## src/sv/mbd_pkg.sv

```systemverilog
// Shared types and constants for the RGBA8 2x2 mip downsampler.
// No dependencies; the design files refer to this package by scoped names, the bench imports it.
package mbd_pkg;

    localparam int MAX_WIDTH   = 4096;
    localparam int LINE_DEPTH  = MAX_WIDTH / 2;
    localparam int X_W         = $clog2(LINE_DEPTH);
    localparam int COL_W       = $clog2(MAX_WIDTH);
    localparam int WIDTH_W     = 13;
    localparam int HEIGHT_W    = 16;
    localparam int ROW_W       = 16;
    localparam int Y_W         = ROW_W - 1;
    localparam int CHANNELS    = 4;
    localparam int CHAN_W      = 8;
    localparam int PAIR_W      = CHAN_W + 1;
    localparam int TOTAL_W     = CHAN_W + 2;
    localparam int SHIFT_W     = 2;
    localparam int PADDR_W     = 3;
    localparam int PDATA_W     = 32;
    localparam int QUEUE_DEPTH = 2;
    localparam int QPTR_W      = $clog2(QUEUE_DEPTH);
    localparam int QCNT_W      = $clog2(QUEUE_DEPTH + 1);

    // register indexes, taken from paddr[2]
    localparam logic REG_SRC_WIDTH  = 1'b0;
    localparam logic REG_SRC_HEIGHT = 1'b1;

    typedef logic [CHANNELS-1:0][CHAN_W-1:0] pixel_t;
    typedef logic [CHANNELS-1:0][PAIR_W-1:0] pair_sum_t;

    // what the back end does with a horizontal pair sum
    typedef enum logic [1:0] {
        OP_STORE = 2'd0,   // even row: write the line buffer
        OP_MERGE = 2'd1,   // odd row: add the line buffer entry and emit
        OP_PASS  = 2'd2    // single-row level: emit the pair alone
    } op_t;

    typedef struct packed {
        op_t              op;
        logic [X_W-1:0]   x;
        pair_sum_t        pair;
        logic             hshift;
        logic             last;
    } entry_t;

    typedef struct packed {
        logic [WIDTH_W-1:0]  w_eff;
        logic [HEIGHT_W-1:0] h_eff;
        logic                restart;
    } geom_t;

endpackage

```

## src/sv/mbd_queue.sv

```systemverilog
// Short FIFO of pair-sum entries between the front and back ends.
// Depends on mbd_pkg for the entry type and depth.
module mbd_queue (
    input  logic             clk,
    input  logic             rst_n,
    input  logic             push,
    input  mbd_pkg::entry_t  wr_entry,
    output logic             full,
    input  logic             pop,
    output logic             head_valid,
    output mbd_pkg::entry_t  head
);

    mbd_pkg::entry_t              slot_reg [mbd_pkg::QUEUE_DEPTH];
    logic [mbd_pkg::QPTR_W-1:0]   wr_ptr_reg, rd_ptr_reg;
    logic [mbd_pkg::QCNT_W-1:0]   count_reg, count_next;

    assign full       = (count_reg == mbd_pkg::QCNT_W'(mbd_pkg::QUEUE_DEPTH));
    assign head_valid = (count_reg != '0);
    assign head       = slot_reg[rd_ptr_reg];

    always_comb
    begin
        count_next = count_reg;
        if (push && !pop)
            count_next = count_reg + mbd_pkg::QCNT_W'(1);
        else if (pop && !push)
            count_next = count_reg - mbd_pkg::QCNT_W'(1);
    end

    always_ff @(posedge clk or negedge rst_n)
    begin
        if (!rst_n)
        begin
            wr_ptr_reg <= '0;
            rd_ptr_reg <= '0;
            count_reg  <= '0;
        end
        else
        begin
            count_reg <= count_next;
            if (push)
                wr_ptr_reg <= (wr_ptr_reg == mbd_pkg::QPTR_W'(mbd_pkg::QUEUE_DEPTH - 1))
                            ? '0 : wr_ptr_reg + mbd_pkg::QPTR_W'(1);
            if (pop)
                rd_ptr_reg <= (rd_ptr_reg == mbd_pkg::QPTR_W'(mbd_pkg::QUEUE_DEPTH - 1))
                            ? '0 : rd_ptr_reg + mbd_pkg::QPTR_W'(1);
        end
    end

    always_ff @(posedge clk)
    begin
        if (push)
            slot_reg[wr_ptr_reg] <= wr_entry;
    end

endmodule

```

## config.mk

```make
export PLATFORM = sky130hd
export DESIGN_NAME = mbd_queue
export DESIGN_NICKNAME = d
export VERILOG_FILES = /design/src/sv/mbd_pkg.sv /design/src/sv/mbd_queue.sv
export SDC_FILE = /design/constraint.sdc
export NUM_CORES = 1
export LEC_CHECK = 0
export ABC_CLOCK_PERIOD_IN_PS = 3190
export CORE_AREA = 4 4 107 109
export DETAILED_ROUTE_END_ITERATION = 7
export DIE_AREA = 0 0 111 113
export DONT_BUFFER_PORTS = 1
export GPL_TIMING_DRIVEN = 1
export PLACE_DENSITY = 0.61
export RECOVER_POWER = 50
export SYNTH_ARGS = -nofsm -noshare
export SYNTH_HDL_FRONTEND = slang
export SYNTH_SLANG_ARGS = --single-unit
```

## constraint.sdc

```tcl
create_clock -name clk -period 3.19 [get_ports clk]
set_clock_uncertainty 0.1 [all_clocks]
set_input_delay 0.638 -clock clk [delete_from_list [all_inputs] [get_ports clk]]
set_output_delay 0.638 -clock clk [all_outputs]
set_load 0.03 [all_outputs]
```

==> impl_metrics.tcl <==
set metrics [dict create \
    synth.area.mux_share_pct 18.40 \
    clk_latency_ps 350 \
    yosysWarnings 0 \
    drive_above_1_share_pct 36.84 \
    start_util_pct 38.87 \
    ios 108 \
    hold_viol 0 \
    path_class "register to output pin" \
    die_h_um 113 \
    peakVddDrop_mv 0.3627 \
    drtPass1Iterations 3 \
    syn-num-nets 231 \
    viasPerCell 4.721 \
    globalplace.congestion 0.6874 \
    htree_num_levels 3 \
    yosysSeqAreaShare_pct 76.75 \
    finalNetCount 241 \
    clock.fmax_ghz 0.3850 \
    p_per_area_nw_per_um2 957.3 \
    period_share_pct 81.42 \
    die_w_um 111 \
    routed_wl_um 6315 \
    finalSetupViolations 0 \
    coreArea_um2 10600 \
    r2r_end "slot_reg[1][23]" \
    arrival_ps 1860 \
    fp-row-count 38 \
    yosysMostFrequentCell "edfxtp_1" \
    r2r-start "wr_ptr_reg" \
    syn_to_final_growth_pct 7.104 \
    fin_cells 330 \
    synth_top_family_by_area "multiplexers" \
    tightest_slew_ps 1750 \
    clk_pin_slew_ps 90 \
    synth-edff-count 102 \
    start_kind "register" \
    cts_tree "done" \
    r2r_cells 2 \
    end_kind "output pin" \
    critical_path_required_ps 2450 \
    slew_headroom_pct -16.76 \
    yosys.area_share.simple_pct 0.6982 \
    cts-root-buf "clkbuf_8" \
    vias 1558 \
    hold_path.class "primary input to register" \
    ys_types 14 \
    numCtsBuffers 9 \
    outcome "finished, violations left" \
    leakage_nw 1.568 \
    fin_setup_tns_ps 0 \
    grt_pass1_wl_um 9370 \
    clk_path_buf_depth 2 \
    synth-compound-area-share_pct 0 \
    ant_nets 0 \
    violations "max-capacitance violations, max-slew violations" \
    cp-startpoint "rd_ptr_reg" \
    endpoint "head[31]" \
    die_area_um2 12540 \
    clock-sinks 106 \
    drcViolationCount 0 \
    synth_top_cell_area_share_pct 74.32 \
    maxSlewViolCount 25 \
    grt_max_degree 33 \
    async_reset_ff_share_pct 3.774 \
    rsz0062_at_grt "no" \
    syn_avg_cell_area_um2 23.55 \
    synth.area.top_cells "edfxtp_1, mux2_4, buf_12, dfrtp_1, xor2_1" \
    rrSetupSlack_ps 780 \
    netlist_instances 175 \
    regArea_um2 3167 \
    hpwl_um 4245 \
    track_usage_pct 10.32 \
    synth_area_um2 4121 \
    synth_xor_area_share_pct 1.063 \
    num_antenna_cells 0 \
    ys.flop_type "edfxtp_1" \
    multi_input_area_um2 843.3 \
    min_period_ps 2597 \
    port-buffer-count 0 \
    placedCellCount 313 \
    nFillCells 929 \
    antenna_found_initial 0 \
    synthAdderAreaFrac_pct 0.3036 \
    wl_per_cell_um 19.14 \
    largest_register_ffs 102 \
    drt-initial-drc-count 32 \
    cap_viol_max_count 1 \
    synth-seq-cells 106 \
    grt_pass1_vias 1637 \
    gr-total-overflow 0 \
    yosys-top-cells-count "edfxtp_1, mux2_4, buf_12, dfrtp_1, xor2_1" \
    yosys.area.top_type "edfxtp_1" \
    critPathMaxFanout 32 \
]
==> layer usage <==
layer / up-vias / global-route usage (%) / part of all wire, %
met3: 8 / 5.989 / 11
li1: 695 / - / -
met1: 795 / 9.901 / 35
met4: 0 / 5.172 / 1.7
met2: 60 / 17.68 / 53
met5: - / 0 / 0
==> worst min path at each step <==
stage	slack [ps]	start	to	cells after the start
after floorplan	240	rst_n	count_reg[0]	0
after global placement	240	rst_n	count_reg[1]	0
after detailed placement	240	rst_n	count_reg[1]	0
after CTS	230	pop	rd_ptr_reg	1
after global routing	220	pop	rd_ptr_reg	1
final	250	pop	rd_ptr_reg	1
==> stage by stage <==
| stage | cell area, um^2 | hold WS [ps] | utilization (%) | worst slack [ps] | power (mW) |
|---|---|---|---|---|---|
| finish | 4414 | 252.9 | 41.63 | 592.8 | 4.226 |
| global route | 4414 | 220.1 | 41.63 | 485.6 | 4.435 |
| CTS | 4423 | 229.6 | 41.72 | 539.8 | 4.315 |
| detailed placement | 4253 | 242.5 | 40.11 | 946.8 | 3.618 |
| global placement | 4253 | 242.6 | 40.11 | 939.8 | 3.612 |
| floorplan | 4124 | 242.4 | - | 679.1 | 3.514 |
==> area by class of cell <==
| cell class | count | share of cell area, % |
|---|---|---|
| sequential | 106 | 71.74 |
| clock buffer | 9 | 2.806 |
| timing repair buffer | 5 | 1.474 |
| tap | 140 | 3.968 |
| multi-input combinational | 62 | 19.10 |
| clock inverter | 7 | 0.8220 |
| inverter | 1 | 0.08503 |
==> report_power, final <==
part | switching, mW | internal, mW | total, mW
clock network | 0.413 | 0.273 | 0.686
registers | 0.144 | 1.86 | 2.00
logic | 0.978 | 0.563 | 1.54
==> worst max-delay path, stage by stage, from the launching register on <==
cell     delay [ps]
dfrtp_4         700
buf_12          300
mux2_2          460
==> cells in the final DEF, fill, tap and decap left out, drive strengths merged <==
cell,n
ha,1
dfrtp,4
dlygate4sd3,1
edfxtp,102
clkinv,5
clkinvlp,2
mux2,51
and2,1
or2,1
inv,1
buf,4
clkbuf,9
nor2b,2
xnor2,1
nor2,1
xor2,4
==> what timing repair did <==
item	4_1_cts	5_1_grt
setup buffers	0	0
resized for setup	0	0
endpoints found under the hold margin	4	0
hold buffers	1	0
==> logic make-up (layout without fill, tap and decap cells) <==
logic type	count (synthesis)	in the layout
xor gates and xnor gates	5	5
adders and majority gates	1	1
buffers and inverters	7	22
DFF	106	106
muxes	51	51
and+or+nand+nor	5	5
Note: power is estimated with default switching activity, not from simulation.
