==> src/sv/mbd_pkg.sv <==
// Shared types and constants for the RGBA8 2x2 mip downsampler.
// No dependencies; the design files refer to this package by scoped names, the bench imports it.
package mbd_pkg;

    localparam int MAX_WIDTH   = 4096;
    localparam int LINE_DEPTH  = MAX_WIDTH / 2;
    localparam int X_W         = $clog2(LINE_DEPTH);
    localparam int COL_W       = $clog2(MAX_WIDTH);
    localparam int WIDTH_W     = 13;
    localparam int HEIGHT_W    = 16;
    localparam int ROW_W       = 16;
    localparam int Y_W         = ROW_W - 1;
    localparam int CHANNELS    = 4;
    localparam int CHAN_W      = 8;
    localparam int PAIR_W      = CHAN_W + 1;
    localparam int TOTAL_W     = CHAN_W + 2;
    localparam int SHIFT_W     = 2;
    localparam int PADDR_W     = 3;
    localparam int PDATA_W     = 32;
    localparam int QUEUE_DEPTH = 2;
    localparam int QPTR_W      = $clog2(QUEUE_DEPTH);
    localparam int QCNT_W      = $clog2(QUEUE_DEPTH + 1);

    // register indexes, taken from paddr[2]
    localparam logic REG_SRC_WIDTH  = 1'b0;
    localparam logic REG_SRC_HEIGHT = 1'b1;

    typedef logic [CHANNELS-1:0][CHAN_W-1:0] pixel_t;
    typedef logic [CHANNELS-1:0][PAIR_W-1:0] pair_sum_t;

    // what the back end does with a horizontal pair sum
    typedef enum logic [1:0] {
        OP_STORE = 2'd0,   // even row: write the line buffer
        OP_MERGE = 2'd1,   // odd row: add the line buffer entry and emit
        OP_PASS  = 2'd2    // single-row level: emit the pair alone
    } op_t;

    typedef struct packed {
        op_t              op;
        logic [X_W-1:0]   x;
        pair_sum_t        pair;
        logic             hshift;
        logic             last;
    } entry_t;

    typedef struct packed {
        logic [WIDTH_W-1:0]  w_eff;
        logic [HEIGHT_W-1:0] h_eff;
        logic                restart;
    } geom_t;

endpackage

==> src/sv/mbd_front.sv <==
// Front end of the mip downsampler: raster counters and horizontal pairing.
// Depends on mbd_pkg; pushes one queue entry per completed pair that survives cropping.
module mbd_front (
    input  logic                clk,
    input  logic                rst_n,
    input  mbd_pkg::geom_t      geom,
    input  logic                in_valid,
    output logic                in_ready,
    input  mbd_pkg::pixel_t     px,
    input  logic                q_full,
    output logic                push,
    output mbd_pkg::entry_t     entry
);

    logic [mbd_pkg::COL_W-1:0]   col_reg, col_next;
    logic [mbd_pkg::ROW_W-1:0]   row_reg, row_next;
    mbd_pkg::pixel_t             pending_reg;
    logic                        accept;
    logic                        w_is1, h_is1;
    logic                        col_in, row_in;
    logic                        col_last, row_last;
    logic                        have_pair;
    logic [mbd_pkg::WIDTH_W-1:0] w_even;
    logic [mbd_pkg::ROW_W-1:0]   h_even;
    logic [mbd_pkg::COL_W-1:0]   dst_w;
    logic [mbd_pkg::Y_W-1:0]     dst_h;
    logic [mbd_pkg::X_W-1:0]     x;
    logic [mbd_pkg::Y_W-1:0]     y;

    assign in_ready = !q_full;
    assign accept   = in_valid && in_ready;

    always_comb
    begin
        w_is1    = (geom.w_eff == mbd_pkg::WIDTH_W'(1));
        h_is1    = (geom.h_eff == mbd_pkg::HEIGHT_W'(1));
        w_even   = {geom.w_eff[mbd_pkg::WIDTH_W-1:1], 1'b0};
        h_even   = {geom.h_eff[mbd_pkg::HEIGHT_W-1:1], 1'b0};
        col_in   = mbd_pkg::WIDTH_W'(col_reg) < w_even;
        row_in   = row_reg < h_even;
        col_last = (mbd_pkg::WIDTH_W'(col_reg) + mbd_pkg::WIDTH_W'(1)) == geom.w_eff;
        row_last = (row_reg + mbd_pkg::ROW_W'(1)) == geom.h_eff;

        x     = w_is1 ? '0 : col_reg[mbd_pkg::COL_W-1:1];
        y     = h_is1 ? '0 : row_reg[mbd_pkg::ROW_W-1:1];
        dst_w = w_is1 ? mbd_pkg::COL_W'(1)
                      : mbd_pkg::COL_W'(geom.w_eff[mbd_pkg::WIDTH_W-1:1]);
        dst_h = h_is1 ? mbd_pkg::Y_W'(1) : geom.h_eff[mbd_pkg::HEIGHT_W-1:1];

        have_pair    = 1'b0;
        entry.hshift = 1'b0;
        for (int i = 0; i < mbd_pkg::CHANNELS; i++)
            entry.pair[i] = mbd_pkg::PAIR_W'(px[i]);
        if (w_is1)
            have_pair = 1'b1;
        else if (col_in && col_reg[0])
        begin
            have_pair    = 1'b1;
            entry.hshift = 1'b1;
            for (int i = 0; i < mbd_pkg::CHANNELS; i++)
                entry.pair[i] = mbd_pkg::PAIR_W'(pending_reg[i]) + mbd_pkg::PAIR_W'(px[i]);
        end

        if (h_is1)
            entry.op = mbd_pkg::OP_PASS;
        else if (row_reg[0])
            entry.op = mbd_pkg::OP_MERGE;
        else
            entry.op = mbd_pkg::OP_STORE;

        entry.x    = x;
        entry.last = ((mbd_pkg::COL_W'(x) + mbd_pkg::COL_W'(1)) == dst_w)
                  && ((mbd_pkg::ROW_W'(y) + mbd_pkg::ROW_W'(1)) == mbd_pkg::ROW_W'(dst_h));

        push = accept && have_pair && (h_is1 || row_in);

        // wrap at the end of each row and of the level
        col_next = col_reg + mbd_pkg::COL_W'(1);
        row_next = row_reg;
        if (col_last)
        begin
            col_next = '0;
            row_next = row_last ? '0 : row_reg + mbd_pkg::ROW_W'(1);
        end
    end

    always_ff @(posedge clk or negedge rst_n)
    begin
        if (!rst_n)
        begin
            col_reg     <= '0;
            row_reg     <= '0;
            pending_reg <= '0;
        end
        else if (geom.restart)
        begin
            col_reg     <= '0;
            row_reg     <= '0;
            pending_reg <= '0;
        end
        else if (accept)
        begin
            col_reg <= col_next;
            row_reg <= row_next;
            // hold the even-column pixel for its partner
            if (!w_is1 && col_in && !col_reg[0])
                pending_reg <= px;
        end
    end

endmodule

==> config.mk <==
export PLATFORM = sky130hd
export DESIGN_NAME = mbd_front
export DESIGN_NICKNAME = d
export VERILOG_FILES = /design/src/sv/mbd_pkg.sv /design/src/sv/mbd_front.sv
export SDC_FILE = /design/constraint.sdc
export NUM_CORES = 1
export LEC_CHECK = 0
export BUFFER_PORTS_ARGS = -buffer_cell sky130_fd_sc_hd__buf_2
export CAP_MARGIN = 0
export CORE_MARGIN = 2
export CORE_UTILIZATION = 33
export CTS_BUF_LIST = sky130_fd_sc_hd__clkbuf_8 sky130_fd_sc_hd__clkbuf_16
export CTS_CLUSTER_SIZE = 8
export DETAILED_ROUTE_END_ITERATION = 12
export HOLD_SLACK_MARGIN = 0.08
export PLACE_DENSITY = 0.51
export SYNTH_ARGS = -nofsm -noshare
export SYNTH_HDL_FRONTEND = slang
export SYNTH_SLANG_ARGS = --single-unit
==> constraint.sdc <==
create_clock -name clk -period 2.6 [get_ports clk]
set_input_delay 0 -clock clk [delete_from_list [all_inputs] [get_ports clk]]
set_output_delay 0 -clock clk [all_outputs]
set_load 0.05 [all_outputs]
==> key figures <==
Status
  – Status: finished, violations left
  – Failing checks: negative setup slack

Setup path
  – Critical path data arrival time: 2.92 ns
  – Worst setup path category: reg -> reg
  – Reg2Reg Depth: 11
  – Cells along the critical path: ha_4 > and2_4 > o21ai_2 > a31oi_1 > or4_4 > nor4_4 > buf_4 > a21oi_4 > clkbuf_16 > a21o_1 > a22o_1
  – CP endpoint kind: flip-flop
  – CP max FO: 9
  – Critical Path Slowest Stage Cell: or4_4
  – Flop-to-flop setup slack: -0.1 ns
  – R2R Path Start: col_reg[1]
  – WP data required: 2.82 ns
  – Reg2reg end: row_reg[10]
  – Worst Setup SP: col_reg[1]
  – Critical path's largest stage delay: 0.53 ns
  – Buf+Inv Stages, Crit Path: 2
  – Crit-path leading delay family: simple AND/OR/NAND/NOR gates
  – CP Launch Type: flip-flop

STA
  – Tcrit/Tclk final: 104%
  – Post-layout worst setup margin: -0.0975 ns
  – Final Skew: 0.00936 ns
  – WHS: 0.147 ns
  – Final setup violation count: 22
  – Count of final hold-check violations: 0
  – Slew margin rel.: 65.6%
  – Pins Over Slew Limit: 0
  – RSZ-0062 raised after global routing: true
  – Fmax: around 370 MHz
  – Actual slew at the worst max-slew pin: 0.515 ns
  – Tmin final: 2.70 ns

Layout
  – Diodes inserted: 0
  – Layout cell share with drive strength beyond 1: 39.1%
  – Max reg flops: 32
  – Cell area after layout: ~10000 um^2
  – Nets@finish: 1206
  – Multi-input combinational cell area: roughly 5300 um^2
  – # fillers: approximately 1800
  – Layout area overhead: 58.1%
  – Layout Cells excl Fill: 1346
  – Sequential cell area: 1510 um^2

GRT
  – Grt ovf: 0
  – GRT Overall Usage: 20.4%
  – Initial antenna violation count: 0
  – First-pass GRT wire length: about 33 mm
  – Largest net degree at the start of global routing: 33
  – Number of global-route vias before repair: 6510

Clock network
  – H-Tree Depth: 3
  – TritonCTS clock tree: built
  – Cts bufs inserted: 9
  – Clock Tree Root: clkbuf_16
  – Clock transition at path regs: 0.06 ns
  – CTS Sinks: 60
  – Clk Latency, worst-skew pair: 0.34 ns
  – CTS Buffer Depth: 2

Hold path
  – Worst Hold Class: in -> async

Place
  – Placed inst area: 8350 um^2
  – Hpwl dp: ~15 mm
  – Dpl ws: -0.244 ns
  – PortBufs: between 100 and 150
  – DP Cell Count: 1263
  – Routability congestion estimate: a little under 0.9

Yosys
  – Seq cells post-synth: 60
  – Most frequent cell after synthesis: nor2_1
  – Syn_area_per_cell: 8.15 um^2
  – Synthesized area: between 6000 and 7000 um^2
  – Largest cells by area after synthesis: dfrtp_1 (23%), ha_1 (11%), xnor2_1 (6.8%)
  – Synth unique cells: 62
  – Top cell type's share of synthesized area: a little under a quarter
  – Mapped Cells: 802
  – Net Count, Synth: 932
  – Yosys warnings: 0
  – Sequential fraction of the synthesis area: 23.0%
  – Dominant synthesized flop cell: dfrtp_1
  – Post-synth EDFFs: 0
  – Synth area leader: dfrtp_1
  – Asr flop ratio synth: 100%
  – Top cells by count, synth: nor2_1 (72), nand2_1 (69), dfrtp_1 (60), ha_1 (60), xnor2_1 (51)

Routing
  – Post-route DRC: 0
  – Iter 0 DRT Violations: 322
  – Vias per inst: approximately 5
  – Routed via count: ~6800
  – Routed Antenna Nets: 0
  – WL final: 22.6 mm
  – Number of detailed-route iterations in the first pass: 5
  – WL/cell: 16.8 um

Floorplan
  – Die X-Extent: 145 um
  – Starting density of the core: between 30% and 40%
  – IO Count: 119
  – Core area: approximately 19000 um^2
  – Core Rows: 51
  – Die ar.: 21000 um^2
  – Overall die height: 145 um

Pwr
  – Power per standard cell area: 347 nW/um^2
  – Lkg Pwr: 5.25 nW
  – Maximum vdd drop: 312 uV

Job
  – Max Cap Viol: 0
-- layout by cell type (no fill, tap or decap), drive strengths merged, types with 38 or more instances in the layout --
cell	Yosys	routed
buf	28	272
xor2	38	38
xnor2	51	51
o21ai	56	56
inv	42	43
nand2	69	69
dfrtp	60	60
nor2	72	72
ha	60	60
a21o	46	46
-- layout make-up --
cell class	instances	area share, %
repair buffers	311	25.9
inverters	42	1.53
clock buffers	9	2.18
flip-flops and latches	60	14.6
well taps	265	3.21
clock inverters	7	0.896
multi-input cells	652	51.7
-- per-stage QoR --
step / setup TNS [ns] / util (%) / total power, mW
after global routing: -5.01 / 53.1 / 3.74
after CTS: -0.448 / 49.5 / 3.47
after floorplan: -0.436 / - / 1.63
after detailed placement: -3.34 / 42.9 / 1.95
final: -1.21 / 53.1 / 3.58
after global placement: -2.15 / 42.9 / 1.94
-- layer usage --
metal / vias up / GRT usage (%) / part of all wire (%) / routed length [um]
met1: 3259 / 27.1 / 45 / 10200
li1: 3383 / - / - / -
met5: - / 0 / 0 / 0
met2: 137 / 35.3 / 51 / 11400
met3: 28 / 2.04 / 2.8 / 643
met4: 0 / 5.21 / 1.4 / 323
-- cells by family after synthesis --
family	Yosys count	share of synthesized area (%)
and+or+nand+nor	274	21.4
buffers and inverters	90	5.99
adders and majority gates	64	12.7
AOI/OAI and AO/OA	183	18.5
muxes	42	6.55
DFF	60	23.0
xor gates and xnor gates	89	11.9
-- what timing repair did --
| action | 4_1_cts | 5_1_grt |
|---|---|---|
| cloned | 4 | 6 |
| hold endpoints to repair | 47 | 0 |
| buffers inserted | 9 | 17 |
| endpoints found under the setup margin | 61 | 68 |
| hold buffers | 33 | 0 |
| pin swaps | 29 | 46 |
| resized for setup | 130 | 94 |
-- power breakdown --
part	internal, mW	switching, mW
logic	0.560	0.728
registers	0.960	0.0165
clock network	0.835	0.482
total	2.35	1.23
-- worst max-delay path by stage --
| stage | endpoint | slack [ns] | cells past startpoint |
|---|---|---|---|
| 2_1_floorplan | entry[0] | -0.22 | 14 |
| 3_3_place_gp | entry[0] | -0.22 | 15 |
| 3_5_place_dp | entry[0] | -0.24 | 15 |
| 4_1_cts | entry[21] | -0.06 | 12 |
| 5_1_grt | row_reg[10] | -0.19 | 11 |
| 6_report | row_reg[10] | -0.1 | 11 |
No activity file was read; power rests on OpenSTA's default activity.
