## config.mk

```make
export PLATFORM = sky130hd
export DESIGN_NAME = mbd_cfg
export DESIGN_NICKNAME = d
export VERILOG_FILES = /design/src/sv/mbd_pkg.sv /design/src/sv/mbd_cfg.sv
export SDC_FILE = /design/constraint.sdc
export NUM_CORES = 1
export LEC_CHECK = 0
export BUFFER_PORTS_ARGS = -buffer_cell sky130_fd_sc_hd__buf_2
export CORE_ASPECT_RATIO = 0.7
export CORE_UTILIZATION = 38
export CTS_CLUSTER_DIAMETER = 200
export DETAILED_ROUTE_END_ITERATION = 7
export PLACE_DENSITY = 0.75
export SETUP_SLACK_MARGIN = 0.15
export SLEW_MARGIN = 5
export SYNTH_ARGS = -nofsm -noshare
export SYNTH_HDL_FRONTEND = slang
export SYNTH_SLANG_ARGS = --single-unit
```

## constraint.sdc

```tcl
create_clock -name clk -period 1.6 [get_ports clk]
set_clock_uncertainty 0.15 [all_clocks]
set_input_delay 0.16 -clock clk [delete_from_list [all_inputs] [get_ports clk]]
set_output_delay 0.16 -clock clk [all_outputs]
set_load 0.01 [all_outputs]
```

## src/sv/mbd_pkg.sv

```systemverilog
// Shared types and constants for the RGBA8 2x2 mip downsampler.
// No dependencies; the design files refer to this package by scoped names, the bench imports it.
package mbd_pkg;

    localparam int MAX_WIDTH   = 4096;
    localparam int LINE_DEPTH  = MAX_WIDTH / 2;
    localparam int X_W         = $clog2(LINE_DEPTH);
    localparam int COL_W       = $clog2(MAX_WIDTH);
    localparam int WIDTH_W     = 13;
    localparam int HEIGHT_W    = 16;
    localparam int ROW_W       = 16;
    localparam int Y_W         = ROW_W - 1;
    localparam int CHANNELS    = 4;
    localparam int CHAN_W      = 8;
    localparam int PAIR_W      = CHAN_W + 1;
    localparam int TOTAL_W     = CHAN_W + 2;
    localparam int SHIFT_W     = 2;
    localparam int PADDR_W     = 3;
    localparam int PDATA_W     = 32;
    localparam int QUEUE_DEPTH = 2;
    localparam int QPTR_W      = $clog2(QUEUE_DEPTH);
    localparam int QCNT_W      = $clog2(QUEUE_DEPTH + 1);

    // register indexes, taken from paddr[2]
    localparam logic REG_SRC_WIDTH  = 1'b0;
    localparam logic REG_SRC_HEIGHT = 1'b1;

    typedef logic [CHANNELS-1:0][CHAN_W-1:0] pixel_t;
    typedef logic [CHANNELS-1:0][PAIR_W-1:0] pair_sum_t;

    // what the back end does with a horizontal pair sum
    typedef enum logic [1:0] {
        OP_STORE = 2'd0,   // even row: write the line buffer
        OP_MERGE = 2'd1,   // odd row: add the line buffer entry and emit
        OP_PASS  = 2'd2    // single-row level: emit the pair alone
    } op_t;

    typedef struct packed {
        op_t              op;
        logic [X_W-1:0]   x;
        pair_sum_t        pair;
        logic             hshift;
        logic             last;
    } entry_t;

    typedef struct packed {
        logic [WIDTH_W-1:0]  w_eff;
        logic [HEIGHT_W-1:0] h_eff;
        logic                restart;
    } geom_t;

endpackage

```

## src/sv/mbd_cfg.sv

```systemverilog
// APB register file for the mip downsampler: source width and height.
// Depends on mbd_pkg; gives the clamped level geometry and a restart pulse.
module mbd_cfg (
    input  logic                        clk,
    input  logic                        rst_n,
    input  logic                        psel,
    input  logic                        penable,
    input  logic                        pwrite,
    input  logic [mbd_pkg::PADDR_W-1:0] paddr,
    input  logic [mbd_pkg::PDATA_W-1:0] pwdata,
    output logic [mbd_pkg::PDATA_W-1:0] prdata,
    output logic                        pready,
    output mbd_pkg::geom_t              geom
);

    logic [mbd_pkg::WIDTH_W-1:0]  src_width_reg;
    logic [mbd_pkg::HEIGHT_W-1:0] src_height_reg;
    logic                         wr_en;
    logic                         reg_sel;

    assign pready  = 1'b1;
    assign wr_en   = psel && penable && pwrite;
    assign reg_sel = paddr[2];

    always_ff @(posedge clk or negedge rst_n)
    begin
        if (!rst_n)
        begin
            src_width_reg  <= mbd_pkg::WIDTH_W'(1);
            src_height_reg <= mbd_pkg::HEIGHT_W'(1);
        end
        else if (wr_en)
        begin
            unique case (reg_sel)
                mbd_pkg::REG_SRC_WIDTH:  src_width_reg  <= pwdata[mbd_pkg::WIDTH_W-1:0];
                mbd_pkg::REG_SRC_HEIGHT: src_height_reg <= pwdata[mbd_pkg::HEIGHT_W-1:0];
                default: ;
            endcase
        end
    end

    always_comb
    begin
        unique case (reg_sel)
            mbd_pkg::REG_SRC_WIDTH:  prdata = mbd_pkg::PDATA_W'(src_width_reg);
            mbd_pkg::REG_SRC_HEIGHT: prdata = mbd_pkg::PDATA_W'(src_height_reg);
            default:                 prdata = '0;
        endcase
    end

    // zero means one; clamp width to the line buffer size
    always_comb
    begin
        if (src_width_reg == '0)
            geom.w_eff = mbd_pkg::WIDTH_W'(1);
        else if (src_width_reg > mbd_pkg::WIDTH_W'(mbd_pkg::MAX_WIDTH))
            geom.w_eff = mbd_pkg::WIDTH_W'(mbd_pkg::MAX_WIDTH);
        else
            geom.w_eff = src_width_reg;
        geom.h_eff   = (src_height_reg == '0) ? mbd_pkg::HEIGHT_W'(1) : src_height_reg;
        geom.restart = wr_en;
    end

endmodule

```

==> results of run 1 <==
[worst max-delay path, stage by stage, from the launching register on]
cell and delay (ns):
dfrtp_1 0.41, nor4_4 0.29, buf_4 0.14, a41o_1 0.16
buf_2 0.12
[cell usage after synthesis, drive strengths merged (2+ instances only)]
master / count
nor4: 6
buf: 22
dfstp: 2
nor2b: 11
and2: 3
clkbuf: 17
conb: 2
dfrtp: 27
mux2: 41
[cell type report]
class                           count  area (µm²)
Multi-Input combinational cell     86         896
Clock buffer                        7        96.3
Fill cell                         377        1770
Sequential cell                    29         731
Inverter                            1        6.26
Tap cell                           55        68.8
Timing Repair Buffer              104         785
Clock inverter                      1        5.00
[where the power goes]
group | switching (mW) | internal, mW | total, mW | leakage (nW)
registers | 0.190 | 0.907 | 1.10 | 0.343
clock network | 0.265 | 0.388 | 0.653 | 0.0542
logic | 0.510 | 0.824 | 1.33 | 0.955
total | 0.965 | 2.12 | 3.08 | 1.35
[metal layers]
metal	up-vias	routed length, µm	GRT usage [%]
met1	616	1970	23.5
met3	3	268	5.74
li1	609	-	-
met2	47	1970	29.9
met4	0	21	5.17
met5	-	0	0
[worst min path at each step]
stage          slack [ns]                             end  depth (start not counted)   from
3_3_place_gp         0.07  src_height_reg[11]$_DFFE_PN0P_                          1  rst_n
3_5_place_dp         0.07  src_height_reg[11]$_DFFE_PN0P_                          1  rst_n
2_1_floorplan       -0.29  src_height_reg[10]$_DFFE_PN0P_                          0  rst_n
5_1_grt              0.34  src_height_reg[11]$_DFFE_PN0P_                          2  rst_n
6_report             0.29  src_height_reg[11]$_DFFE_PN0P_                          2  rst_n
4_1_cts              0.30  src_height_reg[11]$_DFFE_PN0P_                          2  rst_n
[metrics by stage]
stage               instance area [µm²]  TNS [ns]  total power [mW]  worst slack (ns)
detailed placement                 2010         0              2.04            0.0303
CTS                                2440    -0.242              2.92            -0.156
global route                       2590    -0.370              3.26            -0.190
finish                             2590    -0.197              3.08            -0.112
floorplan                          1780         0              1.68             0.389
global placement                   2010         0              2.02            0.0257
[repair_timing]
action	CTS	global route
setup endpoints to repair	7	21
pin swaps	1	3
hold buffers	17	0
resized for setup	20	27
hold endpoints to repair	55	0
buffers inserted	7	4
[cells by family after synthesis]
family,count (synthesis)
AND/OR/NAND/NOR,25
other,2
AO/OA/AOI/OAI,3
multiplexers,41
flip-flops,29
buffers and inverters,40
==> summary.md, run 1 <==
| Metric | Value |
|---|---|
| Synth Area in Compound Gates | 1.45% |
| Largest cells by area after synthesis | dfrtp_1, mux2_4, mux2_2 |
| WP data arrival | 1.40 ns |
| Max-Cap Viols | 0 |
| GP Congestion | 0.699 |
| Synthesized flop and latch total | 29 |
| Total CTS buffers | 5 |
| Worst R2R Path Depth | 3 |
| Setup Viol. Count Final | 3 |
| # rows | 20 |
| Residual DRC | 0 |
| Setup crit end | geom[1] |
| Launching point of the worst reg2reg path | src_width_reg[12]$_DFFE_PN0P_ |
| Main synth FF type | dfrtp_1 |
| Final hold violation count | 0 |
| CTS tree | yes |
| Run status | finished with violations |
| Vias per Instance | 4.51 |
| Worst slew pin tran | 0.639 ns |
| Clk_lat worst skew | 0.27 ns |
| PwrDens | 1190 mW/mm² |
| First-pass GRT wire length | 6290 µm |
| Netlist cell types | 21 |
| Min Clock Period, post-route | 1.71 ns |
| Setup crit end kind | output pin |
| Post-synthesis simple-gate area fraction | 10.7% |
| Layout Nets | 267 |
| CP max FO | 2 |
| Post-synth EDFFs | 0 |
| Post-DRT Antenna Nets | 0 |
| Clock-pin slew on the worst setup and hold paths | 0.06 ns |
| Most common library cell in the layout ignoring fill and taps | buf_2 |
| Boundary Pins | 103 |
| Kind of critical path | register to output pin |
| Max reg flops | 16 |
| Initial antenna violation count | 0 |
| DR iter-0 viols | 35 |
| Most frequent cells in the layout | buf_2, mux2_4, dfrtp_1, buf_6 |
| Post-synth top area cell | dfrtp_1 |
| Clk buf depth | 2 |
| Final worst slack | -0.112 ns |
| Reg-to-reg slack, setup | 0.41 ns |
| DP Cell Count | 247 |
| Async set-or-reset flop fraction in the synthesized netlist | 100% |
| Leakage | 1.35 nW |
| Vias in the first global route | 1246 |
| Clk root buf | clkbuf_8 |
| Fin cells | 283 |
| Critical Path RT | 1.29 ns |
| Largest net degree at the start of global routing | 30 |
| Post-Synth Adder-Cell Area | 0% |
| Setup crit start | src_height_reg[11]$_DFFE_PN0P_ |
| HP Class | input pin to asynchronous set/reset pin |
| Smallest hold slack | 0.288 ns |
| I/O Buffers | 67 |
| Die area | 0.00481 mm² |
| Mux share of post-synthesis cell area | 31.1% |
| Final Routed Wirelength | 4220 µm |
| Period utilisation layout | 107% |
| Routed wire per std cell | 14.9 µm |
| Die width | 82.5 µm |
| Fin util | 59.4% |
| DRT Pass-1 Iters | 4 |
| Syn avg cell area | 12.3 µm² |
| Synth warnings | 0 |
| Die Height | 58.4 µm |
| Core ar. | 0.00435 mm² |
| Diodes inserted | 0 |
| Initial Util | 39.6% |
| RSZ-0062 raised after global routing | yes |
| Syn Std Cell Area | 0.00172 mm² |
| Max-slew violations | 0 |
| Share of post-route cells with drive strength above 1 | 66.2% |
| VDD IR max | 0.699 mV |
| Hpwl dp | 2790 µm |
| Synth-to-layout area growth | 50.1% |
| Rel. slew slack | 57.4% |
| Worst R2R End | src_width_reg[12]$_DFFE_PN0P_ |
| Via Count | 1275 |
| Yosys top cell area share | 39.2% |
| Max H-tree Level | 2 |
| Startpoint types | register |
| Failing checks | setup timing |
| Post-synthesis xor/xnor area fraction | 0% |
| Total global-route track usage | 18.3% |
| Fmax | 584 MHz |
| Seq/Total Area, Yosys | 42.2% |
| GRT overflow | 0 |
| Largest family of logic cells by synthesized area | multiplexers |
| CTS Sinks | 29 |
| Mapped Cells | 140 |
Power figures use the tool's default switching activity.
==> run 2: changes to the inputs <==
- CORE_UTILIZATION: 38 -> 43
- PLACE_DENSITY: 0.75 -> 0.82
- SLEW_MARGIN: 5 -> 30
==> run 2 against run 1 <==
Against the previous run: the flow still finishes with violations (setup timing); largest power group unchanged; register-to-register slack got worse by 0.03 ns; maximum frequency down 2.1%; wire length fell by 4.6%; sequential power is essentially flat; hold slack improved by 0.012 ns; first-iteration DRC count up 43%; non-clock buffer count fell by 7; count of clock-buffer cells in the layout stayed put; sequential share of layout area grew 1.3 points; final cell count fell by 4.6%; cell area fell by 4.1%.
==> summary.md, run 2 (synthesis gave the netlist of run 1 again) <==
| Metric | Value |
|---|---|
| Run status | finished with violations |
| Failing checks | setup timing |
| Setup Viol. Count Final | 2 |
| GRT overflow | 0 |
| GP Congestion | 0.739 |
| Period utilisation layout | 109% |
| Worst R2R Path Depth | 3 |
| Clk_lat worst skew | 0.27 ns |
| Worst slew pin tran | 0.649 ns |
| Min Clock Period, post-route | 1.75 ns |
| Boundary Pins | 103 |
| Residual DRC | 0 |
| Clk root buf | clkbuf_8 |
| Max-Cap Viols | 0 |
| Fin util | 67.6% |
| First-pass GRT wire length | 6020 µm |
| CTS Sinks | 29 |
| Core ar. | 0.00367 mm² |
| VDD IR max | 0.758 mV |
| Die area | 0.00427 mm² |
| Synth-to-layout area growth | 44.0% |
| DR WL met2 | 1890 µm |
| I/O Buffers | 67 |
| PwrDens | 1180 mW/mm² |
| Post-DRT Antenna Nets | 0 |
| Smallest hold slack | 0.301 ns |
| Most frequent cells in the layout | buf_2, mux2_4, dfrtp_1, conb_1, dlygate4sd3_1 |
| Fmax | 572 MHz |
| WP data arrival | 1.44 ns |
| CP max FO | 2 |
| Startpoint types | register |
| # rows | 18 |
| Largest net degree at the start of global routing | 30 |
| Fin cells | 270 |
| Highest routed layer | met4 |
| Routed wire per std cell | 14.9 µm |
| Share of post-route cells with drive strength above 1 | 66.8% |
| Rel. slew slack | 56.7% |
| Die Height | 55.0 µm |
| Clock-pin slew on the worst setup and hold paths | 0.06 ns |
| HP Class | input pin to asynchronous set/reset pin |
| Total global-route track usage | 19.6% |
| Max H-tree Level | 2 |
| Final hold violation count | 0 |
| Post-Route M1 WL | 1850 µm |
| Kind of critical path | register to output pin |
| Clk buf depth | 2 |
| Initial antenna violation count | 0 |
| RSZ-0062 raised after global routing | yes |
| Max reg flops | 16 |
| Setup crit end kind | output pin |
| DP Cell Count | 236 |
| DR iter-0 viols | 50 |
| Leakage | 1.29 nW |
| Most common library cell in the layout ignoring fill and taps | buf_2 |
| Critical Path RT | 1.29 ns |
| DRT Pass-1 Iters | 4 |
| Die width | 77.7 µm |
| Initial Util | 47.0% |
| Hpwl dp | 2650 µm |
| Vias in the first global route | 1213 |
| Layout Nets | 260 |
| Diodes inserted | 0 |
| Total CTS buffers | 5 |
| Final Routed Wirelength | 4030 µm |
| Final worst slack | -0.149 ns |
| Vias per Instance | 4.73 |
| Via Count | 1276 |
| Met3 Wirelength | 233 µm |
| CTS tree | yes |
| Max-slew violations | 0 |
-- run 2: where the power goes --
part / switching, mW / internal (mW) / total, mW
Sequential: 0.196 / 0.910 / 1.11
Combinational: 0.481 / 0.741 / 1.22
Clock: 0.254 / 0.340 / 0.594
Total: 0.930 / 1.99 / 2.92
-- run 2: routing by layer --
| layer | track usage, % | up-vias |
|---|---|---|
| met4 | 8.81 | 0 |
| li1 | - | 596 |
| met3 | 5.25 | 7 |
| met1 | 23.8 | 621 |
| met5 | 0 | - |
| met2 | 33.8 | 52 |
-- run 2: timing repair --
action,in CTS,in global routing
buffers inserted,7,3
resized for setup,11,32
endpoints found under the hold margin,56,0
setup endpoints to repair,3,22
pin swaps,3,3
hold buffers,17,0
-- run 2: worst max-delay path, stage by stage, from the launching register on --
cell     delay [ns]
dfrtp_1        0.41
nor4_4         0.31
buf_4          0.15
a41o_1         0.16
buf_2          0.13
-- run 2: worst paths after layout --
check,slack [ns],start,end
max,-0.15,src_height_reg[11]$_DFFE_PN0P_,geom[1]
min,0.30,rst_n,src_height_reg[1]$_DFFE_PN0P_
max reg2reg,0.38,src_width_reg[12]$_DFFE_PN0P_,src_width_reg[12]$_DFFE_PN0P_
min reg2reg,0.41,src_height_reg[13]$_DFFE_PN0P_,src_height_reg[13]$_DFFE_PN0P_
max in group asynchronous,0.54,rst_n,src_height_reg[8]$_DFFE_PN0P_
min in group clk,0.37,pwrite,src_width_reg[1]$_DFFE_PN0P_
-- run 2: cell type report --
| type | count | area, µm² |
|---|---|---|
| Multi-Input combinational cell | 86 | 893 |
| Sequential cell | 29 | 733 |
| Fill cell | 264 | 1190 |
| Inverter | 1 | 6.26 |
| Tap cell | 50 | 62.6 |
| Timing Repair Buffer | 97 | 701 |
| Clock buffer | 7 | 86.3 |
-- run 2: through the flow --
step	instance area [µm²]	power (mW)	TNS (ns)	setup WS [ns]
floorplan	1780	1.68	0	0.389
finish	2480	2.92	-0.217	-0.149
detailed placement	1960	1.99	-0.00189	-0.00189
global route	2480	3.08	-0.310	-0.229
global placement	1960	1.97	0	0.00163
CTS	2340	2.77	-0.240	-0.178
==> run 3: changes to the inputs <==
- CORE_UTILIZATION: 43 -> 39
- PLACE_DENSITY: 0.82 -> 0.79
- clock period: 1.6 -> 1.5 ns (I/O delays scaled with it)
==> run 3 against run 2 <==
Against the previous run: the flow still finishes with violations (setup timing); largest power group unchanged; cell area is 7.0% higher; critical path depth is 1 lower; total power up 13%; register-to-register slack lost 0.16 ns; utilization is 2.3 points lower; die area is 9.9% higher; count of clock-buffer cells in the layout stayed put; non-clock buffer count rose by 11.
==> summary.md, run 3 (synthesis gave the netlist of run 1 again) <==
| Metric | Value |
|---|---|
| Max H-tree Level | 2 |
| Layout Nets | 271 |
| Clk root buf | clkbuf_8 |
| Min Clock Period, post-route | 1.63 ns |
| Core ar. | 0.00407 mm² |
| Fmax | 615 MHz |
| Setup Viol. Count Final | 6 |
| Via Count | 1289 |
| Filler cells | 307 |
| RSZ-0062 raised after global routing | yes |
| Die area | 0.00470 mm² |
| Die Height | 57.6 µm |
| Synth-to-layout area growth | 54.1% |
| Post-DP Area | 0.00202 mm² |
| Share of post-route cells with drive strength above 1 | 66.7% |
| First-pass GRT wire length | 6140 µm |
| Routed wire per std cell | 14.7 µm |
| Leakage | 1.38 nW |
| Final hold violation count | 0 |
| Smallest hold slack | 0.209 ns |
| Most common library cell in the layout ignoring fill and taps | buf_2 |
| GP Congestion | 0.686 |
| Diodes inserted | 0 |
| GRT overflow | 0 |
| Die width | 81.5 µm |
| Max-Cap Viols | 0 |
| CTS Sinks | 29 |
| Critical Path RT | 1.20 ns |
| Vias in the first global route | 1175 |
| Final Routed Wirelength | 4160 µm |
| Boundary Pins | 103 |
| HP Class | input pin to register |
| DR iter-0 viols | 29 |
| Initial Util | 42.4% |
| Run status | finished with violations |
| Period utilisation layout | 108% |
| I/O Buffers | 67 |
| VDD IR max | 0.759 mV |
| Largest net degree at the start of global routing | 30 |
| Final worst slack | -0.126 ns |
| Initial antenna violation count | 0 |
| Design Area, Final | 0.00266 mm² |
| Setup crit end kind | output pin |
| Clk_lat worst skew | 0.28 ns |
| Clock-pin slew on the worst setup and hold paths | 0.06 ns |
| Failing checks | setup timing |
| Vias per Instance | 4.55 |
| Seq. cell area | 731 µm² |
| CP max FO | 2 |
| Fin cells | 283 |
| Kind of critical path | register to output pin |
| Max-slew violations | 0 |
| Total CTS buffers | 5 |
| Pre-CTS setup slack | 0.0402 ns |
| Most frequent cells in the layout | buf_2, buf_6, mux2_4, dfrtp_1 |
| # rows | 19 |
| Startpoint types | register |
| Max reg flops | 16 |
| Clk buf depth | 2 |
| DP Cell Count | 242 |
| DRT Pass-1 Iters | 2 |
| Residual DRC | 0 |
| WP data arrival | 1.33 ns |
| Multi-input logic area | 903 µm² |
| CTS tree | yes |
| Post-DRT Antenna Nets | 0 |
| Total global-route track usage | 18.9% |
| Hpwl dp | 2760 µm |
| PwrDens | 1240 mW/mm² |
| Final setup TNS | -0.486 ns |
## run 3: repair_timing
action / 4_1_cts / 5_1_grt
hold endpoints to repair: 56 / 0
setup endpoints to repair: 26 / 28
pin swaps: 3 / 6
gates resized for setup: 31 / 23
setup buffers: 8 / 9
hold buffers: 17 / 0
## run 3: final cells by class
| cell class | count | share of cell area [%] |
|---|---|---|
| multi-input combinational | 86 | 34.0 |
| timing repair buffer | 108 | 32.6 |
| sequential | 29 | 27.5 |
| clock buffer | 7 | 3.25 |
| tap | 52 | 2.45 |
| inverter | 1 | 0.141 |
## run 3: per-stage QoR
stage,util [%],power [mW]
floorplan,-,1.79
global placement,49.7,2.13
detailed placement,49.7,2.16
CTS,61.1,3.11
global route,65.3,3.49
finish,65.3,3.30
## run 3: final timing paths
| check | start | to | slack, ns | cells past startpoint |
|---|---|---|---|---|
| worst max-delay path | src_height_reg[1]$_DFFE_PN0P_ | geom[1] | -0.13 | 3 |
| worst min-delay path | penable | src_height_reg[14]$_DFFE_PN0P_ | 0.21 | 3 |
| worst max register to register | src_height_reg[11]$_DFFE_PN0P_ | src_height_reg[11]$_DFFE_PN0P_ | 0.22 | 4 |
| worst min register to register | src_height_reg[15]$_DFFE_PN0P_ | src_height_reg[15]$_DFFE_PN0P_ | 0.41 | 1 |
| max in group asynchronous | rst_n | src_width_reg[0]$_DFFE_PN1P_ | 0.62 | 3 |
| min in group asynchronous | rst_n | src_height_reg[11]$_DFFE_PN0P_ | 0.27 | 3 |
## run 3: worst max-delay path, cell delays in order (launching register included)
cell     delay, ns
dfrtp_1       0.40
nor4_2        0.31
a41o_1        0.20
buf_2         0.14
## run 3: power breakdown
group / internal, mW / switching, mW
Sequential: 0.968 / 0.199
Combinational: 0.936 / 0.556
Clock: 0.363 / 0.275
Total: 2.27 / 1.03
## run 3: metal layers
layer	track usage, %	share of wire [%]
met1	25.2	46
met2	28.3	47
met3	5.67	5.7
met4	8.42	1.3
met5	0	0
